<file path="src/rtl/dsa_signature_verifier_unit_assert.svh">
// ----------------------------------------------------------------------------
// dsa verifier assertion macros
// shared concurrent assertion helpers for the rtl
// ----------------------------------------------------------------------------
`ifndef DSA_SIGNATURE_VERIFIER_UNIT_ASSERT_SVH
`define DSA_SIGNATURE_VERIFIER_UNIT_ASSERT_SVH
`ifndef ASSERT_OFF
// implication checked on every edge outside reset
`define DSV_ASSERT_IMP(label, clk, rst_n, ante, cons) \
	label: assert property (@(posedge clk) disable iff (!rst_n) (ante) |-> (cons)) \
		else $error("assertion failed");
// next-cycle implication
`define DSV_ASSERT_NXT(label, clk, rst_n, ante, cons) \
	label: assert property (@(posedge clk) disable iff (!rst_n) (ante) |=> (cons)) \
		else $error("assertion failed");
`else
`define DSV_ASSERT_IMP(label, clk, rst_n, ante, cons)
`define DSV_ASSERT_NXT(label, clk, rst_n, ante, cons)
`endif
`endif

</file>
<file path="src/rtl/dsv_pkg.sv">
// ----------------------------------------------------------------------------
// dsa verifier package
// widths and shared types
// ----------------------------------------------------------------------------
package dsv_pkg;
	localparam int MOD_BITS = 32;
	localparam int CNT_W = $clog2(MOD_BITS + 1);
	localparam int DIG_W = 64;
	localparam int DCNT_W = $clog2(DIG_W + 1);

	typedef logic [MOD_BITS-1:0] word_t;

	typedef enum logic [1:0] {
		CFG_P = 2'd0,
		CFG_Q = 2'd1,
		CFG_G = 2'd2,
		CFG_Y = 2'd3
	} cfg_idx_t;

	// modular multiplier handshake
	typedef struct packed {
		logic start;
		word_t a;
		word_t b;
		word_t m;
	} mm_req_t;

	typedef struct packed {
		logic done;
		word_t prod;
	} mm_rsp_t;
endpackage

</file>
<file path="src/rtl/dsv_modmul.sv">
// ----------------------------------------------------------------------------
// dsa verifier modular multiplier
// bit-serial shift and add, one multiplier bit per cycle, a,b < m
// ----------------------------------------------------------------------------
module dsv_modmul import dsv_pkg::*; (
	input  logic    clk,
	input  logic    arst_n,
	input  mm_req_t req,
	output mm_rsp_t rsp
);
	word_t a_q, b_q, m_q, acc_q;
	logic busy_q;
	logic done_q;
	logic [CNT_W-1:0] cnt_q;
	logic [MOD_BITS:0] sa, sd;
	word_t acc_n, a_n;

	always_comb begin
		sa = {1'b0, acc_q} + {1'b0, a_q};
		acc_n = (sa >= {1'b0, m_q}) ? word_t'(sa - {1'b0, m_q}) : sa[MOD_BITS-1:0];
		if (!b_q[0]) acc_n = acc_q;
		sd = {a_q, 1'b0};
		a_n = (sd >= {1'b0, m_q}) ? word_t'(sd - {1'b0, m_q}) : sd[MOD_BITS-1:0];
	end

	always_ff @(posedge clk or negedge arst_n) begin
		if (!arst_n) begin
			busy_q <= 1'b0;
			cnt_q <= '0;
			done_q <= 1'b0;
		end else begin
			done_q <= 1'b0;
			if (req.start) begin
				busy_q <= 1'b1;
				cnt_q <= CNT_W'(MOD_BITS);
			end else if (busy_q) begin
				cnt_q <= cnt_q - 1'b1;
				if (cnt_q == CNT_W'(1)) begin
					busy_q <= 1'b0;
					done_q <= 1'b1;
				end
			end
		end
	end

	always_ff @(posedge clk) begin
		if (req.start) begin
			a_q <= req.a;
			b_q <= req.b;
			m_q <= req.m;
			acc_q <= '0;
		end else if (busy_q) begin
			acc_q <= acc_n;
			a_q <= a_n;
			b_q <= b_q >> 1;
		end
	end
	assign rsp = '{done: done_q, prod: acc_q};
endmodule

</file>
<file path="src/rtl/dsv_divider.sv">
// ----------------------------------------------------------------------------
// dsa verifier restoring divider
// n / d one quotient bit per cycle; n of DIG_W bits (MOD_BITS unless wide), d of MOD_BITS
// ----------------------------------------------------------------------------
module dsv_divider import dsv_pkg::*; (
	input  logic              clk,
	input  logic              arst_n,
	input  logic              start,
	input  logic              wide,
	input  logic [DIG_W-1:0]  num,
	input  word_t             den,
	output logic              done,
	output logic [DIG_W-1:0]  quo,
	output word_t             rem
);
	logic [DIG_W-1:0] n_q;
	word_t d_q, r_q;
	logic busy_q;
	logic [DCNT_W-1:0] cnt_q;
	logic [MOD_BITS:0] trial;

	assign trial = {r_q, n_q[DIG_W-1]};

	always_ff @(posedge clk or negedge arst_n) begin
		if (!arst_n) begin
			busy_q <= 1'b0;
			cnt_q <= '0;
			done <= 1'b0;
		end else begin
			done <= 1'b0;
			if (start) begin
				busy_q <= 1'b1;
				cnt_q <= wide ? DCNT_W'(DIG_W) : DCNT_W'(MOD_BITS);
			end else if (busy_q) begin
				cnt_q <= cnt_q - 1'b1;
				if (cnt_q == DCNT_W'(1)) begin
					busy_q <= 1'b0;
					done <= 1'b1;
				end
			end
		end
	end

	always_ff @(posedge clk) begin
		if (start) begin
			n_q <= wide ? num : {num[MOD_BITS-1:0], {(DIG_W-MOD_BITS){1'b0}}};
			d_q <= den;
			r_q <= '0;
			quo <= '0;
		end else if (busy_q) begin
			n_q <= n_q << 1;
			if (trial >= {1'b0, d_q}) begin
				r_q <= word_t'(trial - {1'b0, d_q});
				quo <= {quo[DIG_W-2:0], 1'b1};
			end else begin
				r_q <= trial[MOD_BITS-1:0];
				quo <= {quo[DIG_W-2:0], 1'b0};
			end
		end
	end
	assign rem = r_q;
endmodule

</file>
<file path="src/rtl/dsa_signature_verifier_unit.sv">
// ----------------------------------------------------------------------------
// dsa signature verifier
// checks one signature (digest, r, s) against configured p, q, g, y
// ----------------------------------------------------------------------------
// usage:
//  - config channel (cfg_valid/cfg_ready, cfg_index, cfg_data) writes p, q,
//    g, y by index 0..3; write only while the block is idle
//  - input channel in_valid/in_stall carries digest, sig_r, sig_s; one
//    transaction in flight, in_stall stays high until its result is taken
//  - output channel out_valid/out_stall carries valid_res, no_inverse;
//    the result register holds while out_stall is high
//  - latency is data dependent: it grows with the number of euclid steps
//    and with the one bits of the two 32-bit exponents, each of which adds
//    a modular product; the 64-bit digest reduction takes longer than a
//    32-bit division; p or q below two gives the result in the cycle
//    after the transaction is taken
//  - one shared bit-serial multiplier and one bit-serial divider set
//    the rate; the next transaction is taken the cycle after a result leaves
//  - reset clears p, q, g, y to zero and drops any transaction
// ----------------------------------------------------------------------------
`include "dsa_signature_verifier_unit_assert.svh"
module dsa_signature_verifier_unit import dsv_pkg::*; (
	input  logic        clk,
	input  logic        arst_n,
	input  logic        cfg_valid,
	output logic        cfg_ready,
	input  logic [1:0]  cfg_index,
	input  logic [31:0] cfg_data,
	input  logic        in_valid,
	output logic        in_stall,
	input  logic [63:0] digest,
	input  logic [31:0] sig_r,
	input  logic [31:0] sig_s,
	output logic        out_valid,
	input  logic        out_stall,
	output logic        valid_res,
	output logic        no_inverse
);
	typedef enum logic [13:0] {
		ST_IDLE  = 14'b00000000000001,
		ST_SRED  = 14'b00000000000010,
		ST_EDIV  = 14'b00000000000100,
		ST_EMUL  = 14'b00000000001000,
		ST_ZRED  = 14'b00000000010000,
		ST_RRED  = 14'b00000000100000,
		ST_U1    = 14'b00000001000000,
		ST_U2    = 14'b00000010000000,
		ST_BRED  = 14'b00000100000000,
		ST_PACC  = 14'b00001000000000,
		ST_PSQ   = 14'b00010000000000,
		ST_VMUL  = 14'b00100000000000,
		ST_VRED  = 14'b01000000000000,
		ST_OUT   = 14'b10000000000000
	} state_t;

	state_t st_q;
	word_t p_q, q_q, g_q, y_q;
	logic [DIG_W-1:0] z_q;
	word_t r_q;
	// euclid state
	word_t r0_q, r1_q, t0_q, t1_q, qt_q;
	// exponent state
	word_t w_q, zr_q, u1_q, u2_q, base_q, e_q, acc_q, v1_q;
	logic pass_q;   // 0: g^u1, 1: y^u2
	logic wait_q;
	logic res_q, ninv_q;

	mm_req_t mreq;
	mm_rsp_t mrsp;
	logic dstart, dwide, ddone;
	logic [DIG_W-1:0] dnum, dquo;
	word_t dden, drem;

	dsv_modmul u_mul (.clk(clk), .arst_n(arst_n), .req(mreq), .rsp(mrsp));
	dsv_divider u_div (.clk(clk), .arst_n(arst_n), .start(dstart), .wide(dwide),
		.num(dnum), .den(dden), .done(ddone), .quo(dquo), .rem(drem));

	assign cfg_ready = 1'b1;
	assign in_stall  = (st_q != ST_IDLE);
	assign out_valid = (st_q == ST_OUT);
	assign valid_res = res_q;
	assign no_inverse = ninv_q;

	always_ff @(posedge clk or negedge arst_n) begin
		if (!arst_n) begin
			p_q <= '0;
			q_q <= '0;
			g_q <= '0;
			y_q <= '0;
		end else if (cfg_valid) begin
			case (cfg_idx_t'(cfg_index))
				CFG_P: p_q <= word_t'(cfg_data);
				CFG_Q: q_q <= word_t'(cfg_data);
				CFG_G: g_q <= word_t'(cfg_data);
				CFG_Y: y_q <= word_t'(cfg_data);
				default: ;
			endcase
		end
	end

	// t0 - t1*qt mod q as one subtraction once the product is back
	word_t tn;
	always_comb begin
		tn = (t0_q >= mrsp.prod) ? word_t'(t0_q - mrsp.prod)
			: word_t'(t0_q + (q_q - mrsp.prod));
	end

	always_ff @(posedge clk or negedge arst_n) begin
		if (!arst_n) begin
			st_q <= ST_IDLE;
			wait_q <= 1'b0;
			mreq.start <= 1'b0;
			dstart <= 1'b0;
			pass_q <= 1'b0;
		end else begin
			mreq.start <= 1'b0;
			dstart <= 1'b0;
			case (st_q)
				ST_IDLE: begin
					if (in_valid) begin
						if (p_q < 2 || q_q < 2) begin
							ninv_q <= 1'b1;
							res_q <= 1'b0;
							st_q <= ST_OUT;
						end else begin
							dstart <= 1'b1;
							dwide <= 1'b0;
							dnum <= DIG_W'(sig_s);
							dden <= q_q;
							st_q <= ST_SRED;
						end
						z_q <= digest;
						r_q <= word_t'(sig_r);
					end
				end
				ST_SRED: if (ddone) begin
					r0_q <= q_q;
					r1_q <= drem;
					t0_q <= '0;
					t1_q <= word_t'(1);
					st_q <= ST_EDIV;
					wait_q <= 1'b0;
				end
				ST_EDIV: begin
					if (!wait_q) begin
						if (r1_q == '0) begin
							if (r0_q != word_t'(1)) begin
								ninv_q <= 1'b1;
								res_q <= 1'b0;
								st_q <= ST_OUT;
							end else begin
								w_q <= t0_q;
								dstart <= 1'b1;
								dwide <= 1'b1;
								dnum <= z_q;
								dden <= q_q;
								st_q <= ST_ZRED;
							end
						end else begin
							dstart <= 1'b1;
							dwide <= 1'b0;
							dnum <= DIG_W'(r0_q);
							dden <= r1_q;
							wait_q <= 1'b1;
						end
					end else if (ddone) begin
						qt_q <= dquo[MOD_BITS-1:0];
						r0_q <= r1_q;
						r1_q <= drem;
						// qt reaches q only on the first step with r1 == 1;
						// reduce it so the multiplier operand stays below q
						mreq.a <= (dquo[MOD_BITS-1:0] >= q_q)
							? word_t'(dquo[MOD_BITS-1:0] - q_q) : dquo[MOD_BITS-1:0];
						mreq.b <= t1_q;
						mreq.m <= q_q;
						mreq.start <= 1'b1;
						st_q <= ST_EMUL;
					end
				end
				ST_EMUL: if (mrsp.done) begin
					t0_q <= t1_q;
					t1_q <= tn;
					wait_q <= 1'b0;
					st_q <= ST_EDIV;
				end
				ST_ZRED: if (ddone) begin
					zr_q <= drem;
					dstart <= 1'b1;
					dwide <= 1'b0;
					dnum <= DIG_W'(r_q);
					dden <= q_q;
					st_q <= ST_RRED;
				end
				ST_RRED: if (ddone) begin
					mreq.a <= zr_q;
					mreq.b <= w_q;
					mreq.m <= q_q;
					mreq.start <= 1'b1;
					u2_q <= drem;
					st_q <= ST_U1;
				end
				ST_U1: if (mrsp.done) begin
					u1_q <= mrsp.prod;
					mreq.a <= u2_q;
					mreq.b <= w_q;
					mreq.m <= q_q;
					mreq.start <= 1'b1;
					st_q <= ST_U2;
				end
				ST_U2: if (mrsp.done) begin
					u2_q <= mrsp.prod;
					pass_q <= 1'b0;
					dstart <= 1'b1;
					dwide <= 1'b0;
					dnum <= DIG_W'(g_q);
					dden <= p_q;
					st_q <= ST_BRED;
				end
				ST_BRED: if (ddone) begin
					base_q <= drem;
					e_q <= pass_q ? u2_q : u1_q;
					acc_q <= word_t'(1);
					wait_q <= 1'b0;
					st_q <= ST_PACC;
				end
				ST_PACC: begin
					if (!wait_q) begin
						if (e_q == '0) begin
							if (!pass_q) begin
								v1_q <= acc_q;
								pass_q <= 1'b1;
								dstart <= 1'b1;
								dwide <= 1'b0;
								dnum <= DIG_W'(y_q);
								dden <= p_q;
								st_q <= ST_BRED;
							end else begin
								mreq.a <= v1_q;
								mreq.b <= acc_q;
								mreq.m <= p_q;
								mreq.start <= 1'b1;
								st_q <= ST_VMUL;
							end
						end else if (e_q[0]) begin
							mreq.a <= acc_q;
							mreq.b <= base_q;
							mreq.m <= p_q;
							mreq.start <= 1'b1;
							wait_q <= 1'b1;
						end else begin
							st_q <= ST_PSQ;
							mreq.a <= base_q;
							mreq.b <= base_q;
							mreq.m <= p_q;
							mreq.start <= 1'b1;
						end
					end else if (mrsp.done) begin
						acc_q <= mrsp.prod;
						wait_q <= 1'b0;
						mreq.a <= base_q;
						mreq.b <= base_q;
						mreq.m <= p_q;
						mreq.start <= 1'b1;
						st_q <= ST_PSQ;
					end
				end
				ST_PSQ: if (mrsp.done) begin
					base_q <= mrsp.prod;
					e_q <= e_q >> 1;
					st_q <= ST_PACC;
				end
				ST_VMUL: if (mrsp.done) begin
					dstart <= 1'b1;
					dwide <= 1'b0;
					dnum <= DIG_W'(mrsp.prod);
					dden <= q_q;
					st_q <= ST_VRED;
				end
				ST_VRED: if (ddone) begin
					res_q <= (drem == r_q);
					ninv_q <= 1'b0;
					st_q <= ST_OUT;
				end
				ST_OUT: if (!out_stall) st_q <= ST_IDLE;
				default: st_q <= ST_IDLE;
			endcase
		end
	end

	// acc = 1 mod p with p >= 2 is 1, so the initial accumulator is plain one
	`DSV_ASSERT_IMP(a_onehot, clk, arst_n, 1'b1, $onehot(st_q))
	`DSV_ASSERT_IMP(a_flag_excl, clk, arst_n, out_valid, !(valid_res && no_inverse))
	`DSV_ASSERT_NXT(a_hold, clk, arst_n, out_valid && out_stall,
		out_valid && $stable(valid_res) && $stable(no_inverse))
	`DSV_ASSERT_IMP(a_one_unit, clk, arst_n, mreq.start, !dstart)
endmodule

</file>
<file path="config.mk">
export PLATFORM = sky130hd
export DESIGN_NAME = dsa_signature_verifier_unit
export DESIGN_NICKNAME = d
export VERILOG_FILES = /design/src/rtl/dsv_pkg.sv /design/src/rtl/dsv_modmul.sv /design/src/rtl/dsv_divider.sv /design/src/rtl/dsa_signature_verifier_unit.sv
export VERILOG_INCLUDE_DIRS = /design/src /design/src/rtl
export SDC_FILE = /design/constraint.sdc
export NUM_CORES = 2
export LEC_CHECK = 0
export BUFFER_PORTS_ARGS = -buffer_cell sky130_fd_sc_hd__buf_2
export CAP_MARGIN = 15
export CORE_MARGIN = 4
export CORE_UTILIZATION = 47
export CTS_BUF_LIST = sky130_fd_sc_hd__clkbuf_4
export DETAILED_ROUTE_END_ITERATION = 8
export GPL_TIMING_DRIVEN = 0
export PLACE_DENSITY = 0.6
export SYNTH_ARGS = -nofsm -noshare
export SYNTH_HDL_FRONTEND = slang
export SYNTH_SLANG_ARGS = --single-unit
</file>
<file path="constraint.sdc">
create_clock -name clk -period 14.4 [get_ports clk]
set_clock_uncertainty 0.15 [all_clocks]
set_input_delay 0.72 -clock clk [delete_from_list [all_inputs] [get_ports clk]]
set_output_delay 0.72 -clock clk [all_outputs]
set_load 0.005 [all_outputs]
</file>
==> After elaboration in Yosys (flattened, before gate mapping) <==
Cells that the tools add are included.
{ "op_classes": {"muxes": 154, "magnitude_cmp": 7, "eq_ne": 54, "n_bitwise": 3, "add_sub_neg": 10, "n_reduce_logical": 42} }
{ "ops": {"columns": ["op", "count"], "rows": [
  ["$mux 32", 34],
  ["$mux 64", 14],
  ["$mux 97", 8],
  ["$pmux 32 s2", 8],
  ["$pmux 97 s4", 1],
  ["$pmux 64 s6", 1],
  ["$mux 14", 21],
  ["$pmux 14 s14", 1],
  ["$pmux 32 s6", 1],
  ["$sub 32x32->32", 6],
  ["$ge 33x32->1", 3],
  ["$mux 96", 1],
  ["$ge 32x32->1", 2],
  ["$logic_not 32->1", 2],
  ["$lt 32x2->1 const B", 2],
  ["$mux 1", 52],
  ["$add 32x32->33", 1],
  ["$add 32x32->32", 1],
  ["$eq 32x32->1", 1],
  ["$ne 32x1->1 const B", 1],
  ["$ne 2x1->1 const B", 14],
  ["$ne 2x2->1 const B", 12],
  ["$mux 7", 3],
  ["$reduce_and 5->1", 4],
  ["other kinds (46)", 76]
]} }
{ "totals": {"input_bits": 167, "reg_bits": 1126, "elab_cells": 315} }

==> Longest topological paths before layout <==
{ "depth": {"word_depth": 5, "mapped_depth": 26} }

==> Hierarchy <==
From an unflattened synthesis, not the netlist that was laid out.
{ "unflattened": {"cells_unflattened": 5544, "hier_area_um2": 61579.1} }
{ "by_module_without_submodules": {"columns": ["module", "cells_each", "n_inst", "area_per_inst_um2"], "rows": [
  ["dsa_signature_verifier_unit", 3474, 1, 40963.0],
  ["dsv_modmul", 1147, 1, 10953.0],
  ["dsv_divider", 923, 1, 9663.0]
]} }

==> Least setup slack after synthesis <==
OpenSTA, ideal clock, no wires.
{ "synth_path": {"path_kind": "register to register", "from": "reg st_q[3]", "to": "reg dden[0], enable pin", "path_stages_with_launch": 10, "path_slack_ps": 2266, "required_time_ps": 13464, "n_path_buf": 1, "arrival_time_ps": 11198, "cell_sequence": "dfrtp_1 -> clkbuf_1 -> nor4_1 -> nand2_1 -> nor3_1 -> nand2_1 -> nor3b_1 -> or4_1 -> nor2_1 -> nor4_1"} }
{ "synth_between": {"elab_chain_len": 3, "word_cells_on_any_way": 18} }
{ "synth_lines": {"columns": ["item", "line", "source"], "rows": [
  ["start, declared", "dsa_signature_verifier_unit.sv:56", "state_t st_q;"],
  ["start signal, assigned", "dsa_signature_verifier_unit.sv:110", "st_q <= ST_IDLE;"],
  ["start signal, assigned", "dsa_signature_verifier_unit.sv:124", "st_q <= ST_OUT;"],
  ["start signal, assigned", "dsa_signature_verifier_unit.sv:130", "st_q <= ST_SRED;"],
  ["$eq 14x12->1, or another cell as far along", "dsa_signature_verifier_unit.sv:118", "case (st_q)"],
  ["$reduce_bool 6->1 (no source line), or another cell as far along", null, null],
  ["$reduce_and 12->1 (no source line) (*)", null, null],
  ["end signal, assigned", "dsa_signature_verifier_unit.sv:129", "dden <= q_q;"],
  ["end signal, assigned", "dsa_signature_verifier_unit.sv:156", "dden <= q_q;"],
  ["end signal, assigned", "dsa_signature_verifier_unit.sv:163", "dden <= r1_q;"],
  ["end, declared", "dsa_signature_verifier_unit.sv:72", "word_t dden, drem;"]
]} }
Every way passes the cells marked *; elsewhere a longest branch is shown, timed or not.
A chain may end at the register's enable or synchronous reset.

==> Final worst setup path <==
{ "layout_path": {"from": "reg u_mul.acc_q[7]", "to": "reg u_mul.acc_q[0]"} }
{ "layout_between": {"elab_chain_len": 3} }
{ "layout_lines": {"columns": ["item", "line", "source"], "rows": [
  ["start, declared", "dsv_modmul.sv:11", "word_t a_q, b_q, m_q, acc_q;"],
  ["start signal, assigned", "dsv_modmul.sv:53", "acc_q <= acc_n;"],
  ["$add 32x32->33", "dsv_modmul.sv:19", "sa = {1'b0, acc_q} + {1'b0, a_q};"],
  ["$ge 33x32->1", "dsv_modmul.sv:20", "acc_n = (sa >= {1'b0, m_q}) ? word_t'(sa - {1'b0, m_q}) : sa[MOD_BITS-1:0];"],
  ["$mux 32", "dsv_modmul.sv:20", null]
]} }
No other way between the ends.

==> results.txt <==
The run finished with clean final reports. The slowest stage of the critical path is the dfxtp_1 cell. The height of the die came out at approximately 360 um. The per-instance average area after synthesis is around 11 um^2.

The delay of the slowest cell on the worst path came out at between 1 and 1.5 ns. The number of top-level pins is between 150 and 200. The total die area is around 0.13 mm^2. The critical path data required time came out at roughly 15 ns. For this run, the register share of the synthesized area comes to 0.5413.

For flop-to-flop paths, the worst setup slack is a little under 8 ns. The initial standard-cell utilization of the core is 0.4756. The class of the most critical setup path is flip-flop to flip-flop. The number of buffers on the longest clock path came out at 4. The cell count of the worst reg-to-reg path is 23. Power spread over the standard cell area amounts to ~190 mW/mm^2. The number of DRC markers in iteration 0 is between 7,000 and 8,000. The first-pass GRT wire length came out at ~340,000 um. At the end of routability-driven placement, the weighted congestion stood at approximately 1. The worst reg2reg path endpoint is u_mul.acc_q[0]$_SDFFE_PP0P_. The number of cells after detailed placement is 7,145. The final layout contains around 6,500 nets. The fraction of registers with async set/reset came out at 0.1448. The cell family with the largest share of critical-path delay is compound AO/OA/AOI/OAI gates. IR analysis of the VDD net gives a maximum drop of approximately 0.00021 V. The combinational group share of total power came out at 0.378. The layer carrying the most global-route usage is met2. The count of synthesis-stage warnings from yosys is 0. Together, buffers and inverters on the worst path number 2.

The finished layout holds around 8,000 standard cells, fillers aside. The type of destination of the critical path is a flip-flop. The number of hold violations in the final report came to 0. The share of total power consumed by net switching is 0.4122. The area growth from synthesis to layout is 17.48%. For this run the aggregate overflow at the end of global routing stands at 0. The minimum clock period is about 6.5 ns. Once layout is complete, the utilization of the core stands at 0.5588. TritonCTS created roughly 320 clock buffers. The number of sinks handled by clock tree synthesis came out at about 1,100. The final critical-path share of the clock period is 0.4537. The latest clock arrival within the worst-skew pair came out at ~1.3 ns. The worst pin sits at a relative slew slack of 0.04787.

The count of antenna-violating nets left after detailed routing is 0. The worst endpoint data arrival time came out at around 7.5 ns. The chip width came out at between 300 and 400 um.

Of the total power, the clock network draws 0.232. The met1 global-route usage is 0.4886. For this run, the leading register cell type out of synthesis is edfxtp_1.

The dominant cell type by area after synthesis is edfxtp_1. The root buffer selected by CTS is clkbuf_4. After detailed placement, the total cell area comes to 0.06279 mm^2.

The number of input and output port buffers inserted is 170. The total of max-cap violations is 0. The synthesis-stage register bit count came out at about 1,100.

For this run, global-route usage on met3 was measured as 0.1132. The internal portion of total power is 7.593 mW. The path class of the tightest hold or removal check is primary input to flip-flop. When the netlist entered floorplanning its net count stood at 5,728.

The post-layout instance area is between 0.06 and 0.07 mm^2. The number of max-slew violations in the final report is 0. The distinct cell type count after synthesis is a little under 90. The first element of the critical path is u_mul.acc_q[7]$_SDFFE_PP0P_.

Setup repair after global routing left no endpoint under its margin. Of the total power, registers draw 0.390. The CTS clock-pin slew for the worst setup and hold paths is roughly 0.070 ns. The final setup TNS is 0 ns. After technology mapping, the gate count stands at between 5,000 and 6,000. The worst hold margin is roughly 0.11 ns.

The global routing met2 resource utilization came out at 0.5243. The synthesized area is 0.05919 mm^2. The vias after detailed routing is approximately 50,000. The iteration count of the initial detailed-routing pass came out at 8.

Setup violations remaining at the end of the flow were counted as 0. The cell depth of the worst min-delay path came out at 3. The capture point of the critical path is u_mul.acc_q[0]$_SDFFE_PP0P_. The proportion of layout cells with a drive suffix above 1 came out at 0.1567. Traced cell by cell, the critical path runs through ha_1 > nand3_1 > nor2_1 > a31oi_1 > a31oi_1 > o21ai_0 > o31ai_1 > o21ai_0 > nand2b_1 > a21oi_1 > xnor2_1 > ha_1 > nand2_1 > o21ai_0 > a21o_1 > a21o_1 > a21oi_1 > o41ai_1 > a41o_1 > buf_6 > buf_2 > o211ai_1 > a21oi_1. In the post-synthesis netlist, the biggest area contributors are edfxtp_1, dfrtp_1, ha_1, mux2_2, dfxtp_1. The highest fanout seen on the critical path is 10.

The transition time at the pin with the least slew margin is ~1.4 ns. In this run the critical register-to-register path is launched from u_mul.acc_q[7]$_SDFFE_PP0P_. The kind of launch point of the worst setup path is a flip-flop.

The largest net degree at the start of global routing came out at 85. In the routed design, unresolved DRC markers number 0. The fmax came out at roughly 150 MHz. In the global route stage, overall resource usage came out at 0.3625. In this run the power spent charging and discharging nets is ~5.3 mW. The site row count is 129. The initial antenna violation count is 40. The count of flip-flops with a built-in enable after synthesis came out at roughly 870. The maximum level of the CTS H-tree came out at 5. TritonCTS built the clock tree. The estimated wirelength of the detail-placed design is between 150,000 and 200,000 um. The number of global-route vias before repair is approximately 47,000. The post-detailed-route via-to-cell ratio came out at a little over 6. The total wire length came out at 243,800 um. Counting buffers and inverters, the worst setup path is 23 cells deep.

The total leakage power is ~28 nW. The startpoint identified for the worst hold timing path is sig_s[27]. In this run the standard cell core region covers approximately 0.12 mm^2. The area share of the largest cell type after synthesis came out at 0.4399.

The wire length per cell after detailed routing is slightly above 30 um.
==> worst min-delay path by stage <==
stage	end	slack, ns
6_report	dnum[27]$_DFFE_PP_	0.11
5_1_grt	g_q[9]$_DFFE_PN0P_	0.06
4_1_cts	dnum[6]$_DFFE_PP_	0.01
3_5_place_dp	u_mul.m_q[23]$_DFFE_PP_	0.25
3_3_place_gp	u_mul.m_q[21]$_DFFE_PP_	0.25
2_1_floorplan	u_div.d_q[0]$_DFFE_PP_	0.25
==> state kept, by name, indices dropped and copies added (netlist names), 64 cells and up <==
signal     cells
mreq          97
u_div.n_q     64
dnum          64
z_q           64
==> synth_stat cells, types with 37 or more instances <==
master and count:
nand3_1 62, xnor2_1 109, o21ai_0 365, a221oi_1 47, a221o_1 73, o21a_1 46, nor4_1 60, a21o_1 118
nand2_1 493, nor2_1 361, dfxtp_1 96, xor2_1 121, a22o_1 46, a21oi_1 332, a211oi_1 79, mux2i_1 182
clkbuf_1 209, dfrtp_1 162, mux2_2 187, o211ai_1 61, inv_1 322, and3_1 60, edfxtp_1 867, fa_1 37
ha_1 227, and2_1 49, a22oi_1 61
==> layout make-up <==
type                       instances  area [um^2]
clock buffer                     482         3618
antenna                           33        82.58
clock inverter                    70        324.1
buffer                           266         1076
tap                             1637         2048
inverter                         322         1211
multi-input combinational       3583        24970
fill                           10800        54910
timing repair buffer             480         4165
sequential                      1126        32040
==> kinds of logic (layout without fill, tap and decap cells) <==
logic type | Yosys count | count (layout) | share of synthesized area
AO/OA/AOI/OAI | 1426 | 1426 | 0.1588
AND/OR/NAND/NOR | 1293 | 1293 | 0.1004
flip-flops | 1126 | 1126 | 0.5413
buffers and inverters | 588 | 1620 | 0.03860
multiplexers | 369 | 369 | 0.06636
adder cells (fa/ha/maj) | 264 | 264 | 0.06050
XOR/XNOR | 230 | 230 | 0.03403
other | 1 | 34 | 0.00006336
==> through the flow <==
stage	power, mW	setup slack [ns]
after floorplan	7.892	2.266
after global placement	9.662	-6.087
after detailed placement	9.702	7.954
after CTS	12.76	7.916
after global routing	13.55	7.610
final	12.92	7.867
==> power by group through the flow <==
stage	clock network, mW	registers (mW)	logic [mW]
2_1_floorplan	0	4.45	3.44
3_3_place_gp	0	5.07	4.59
3_5_place_dp	0	5.02	4.68
4_1_cts	3.02	4.96	4.78
5_1_grt	3.21	5.01	5.33
6_report	3.00	5.03	4.89
==> metal layers <==
layer / vias to the layer above / share of wire
li1: 21440 / -
met1: 24280 / 0.39
met2: 3236 / 0.42
met3: 698 / 0.12
met4: 6 / 0.057
met5: - / 0.00078
==> worst reg2reg max path, delay by kind of cell (launching register included) <==
family,cells,cell delay [ns]
adders and majority gates,2,0.79
buffers and inverters,2,0.36
xor gates and xnor gates,1,0.19
and+or+nand+nor,4,0.41
DFF,1,1.25
AOI/OAI and AO/OA,14,3.25
==> placed cells by master (no fill, tap or decap), drive strengths merged, types with 109 or more instances in the layout <==
master / n
xor2: 121
mux2i: 182
nor2: 361
inv: 328
buf: 270
a21o: 118
nand2: 493
o21ai: 389
edfxtp: 867
clkbuf: 691
dfrtp: 162
dlygate4sd3: 267
ha: 227
mux2: 187
a21oi: 332
xnor2: 109
==> repair_timing <==
item	4_1_cts	5_1_grt
gates resized for setup	0	0
hold endpoints to repair	445	0
hold buffers	268	0
buffers inserted	0	0
setup endpoints to repair	0	0
No activity file was read; power rests on OpenSTA's default activity.
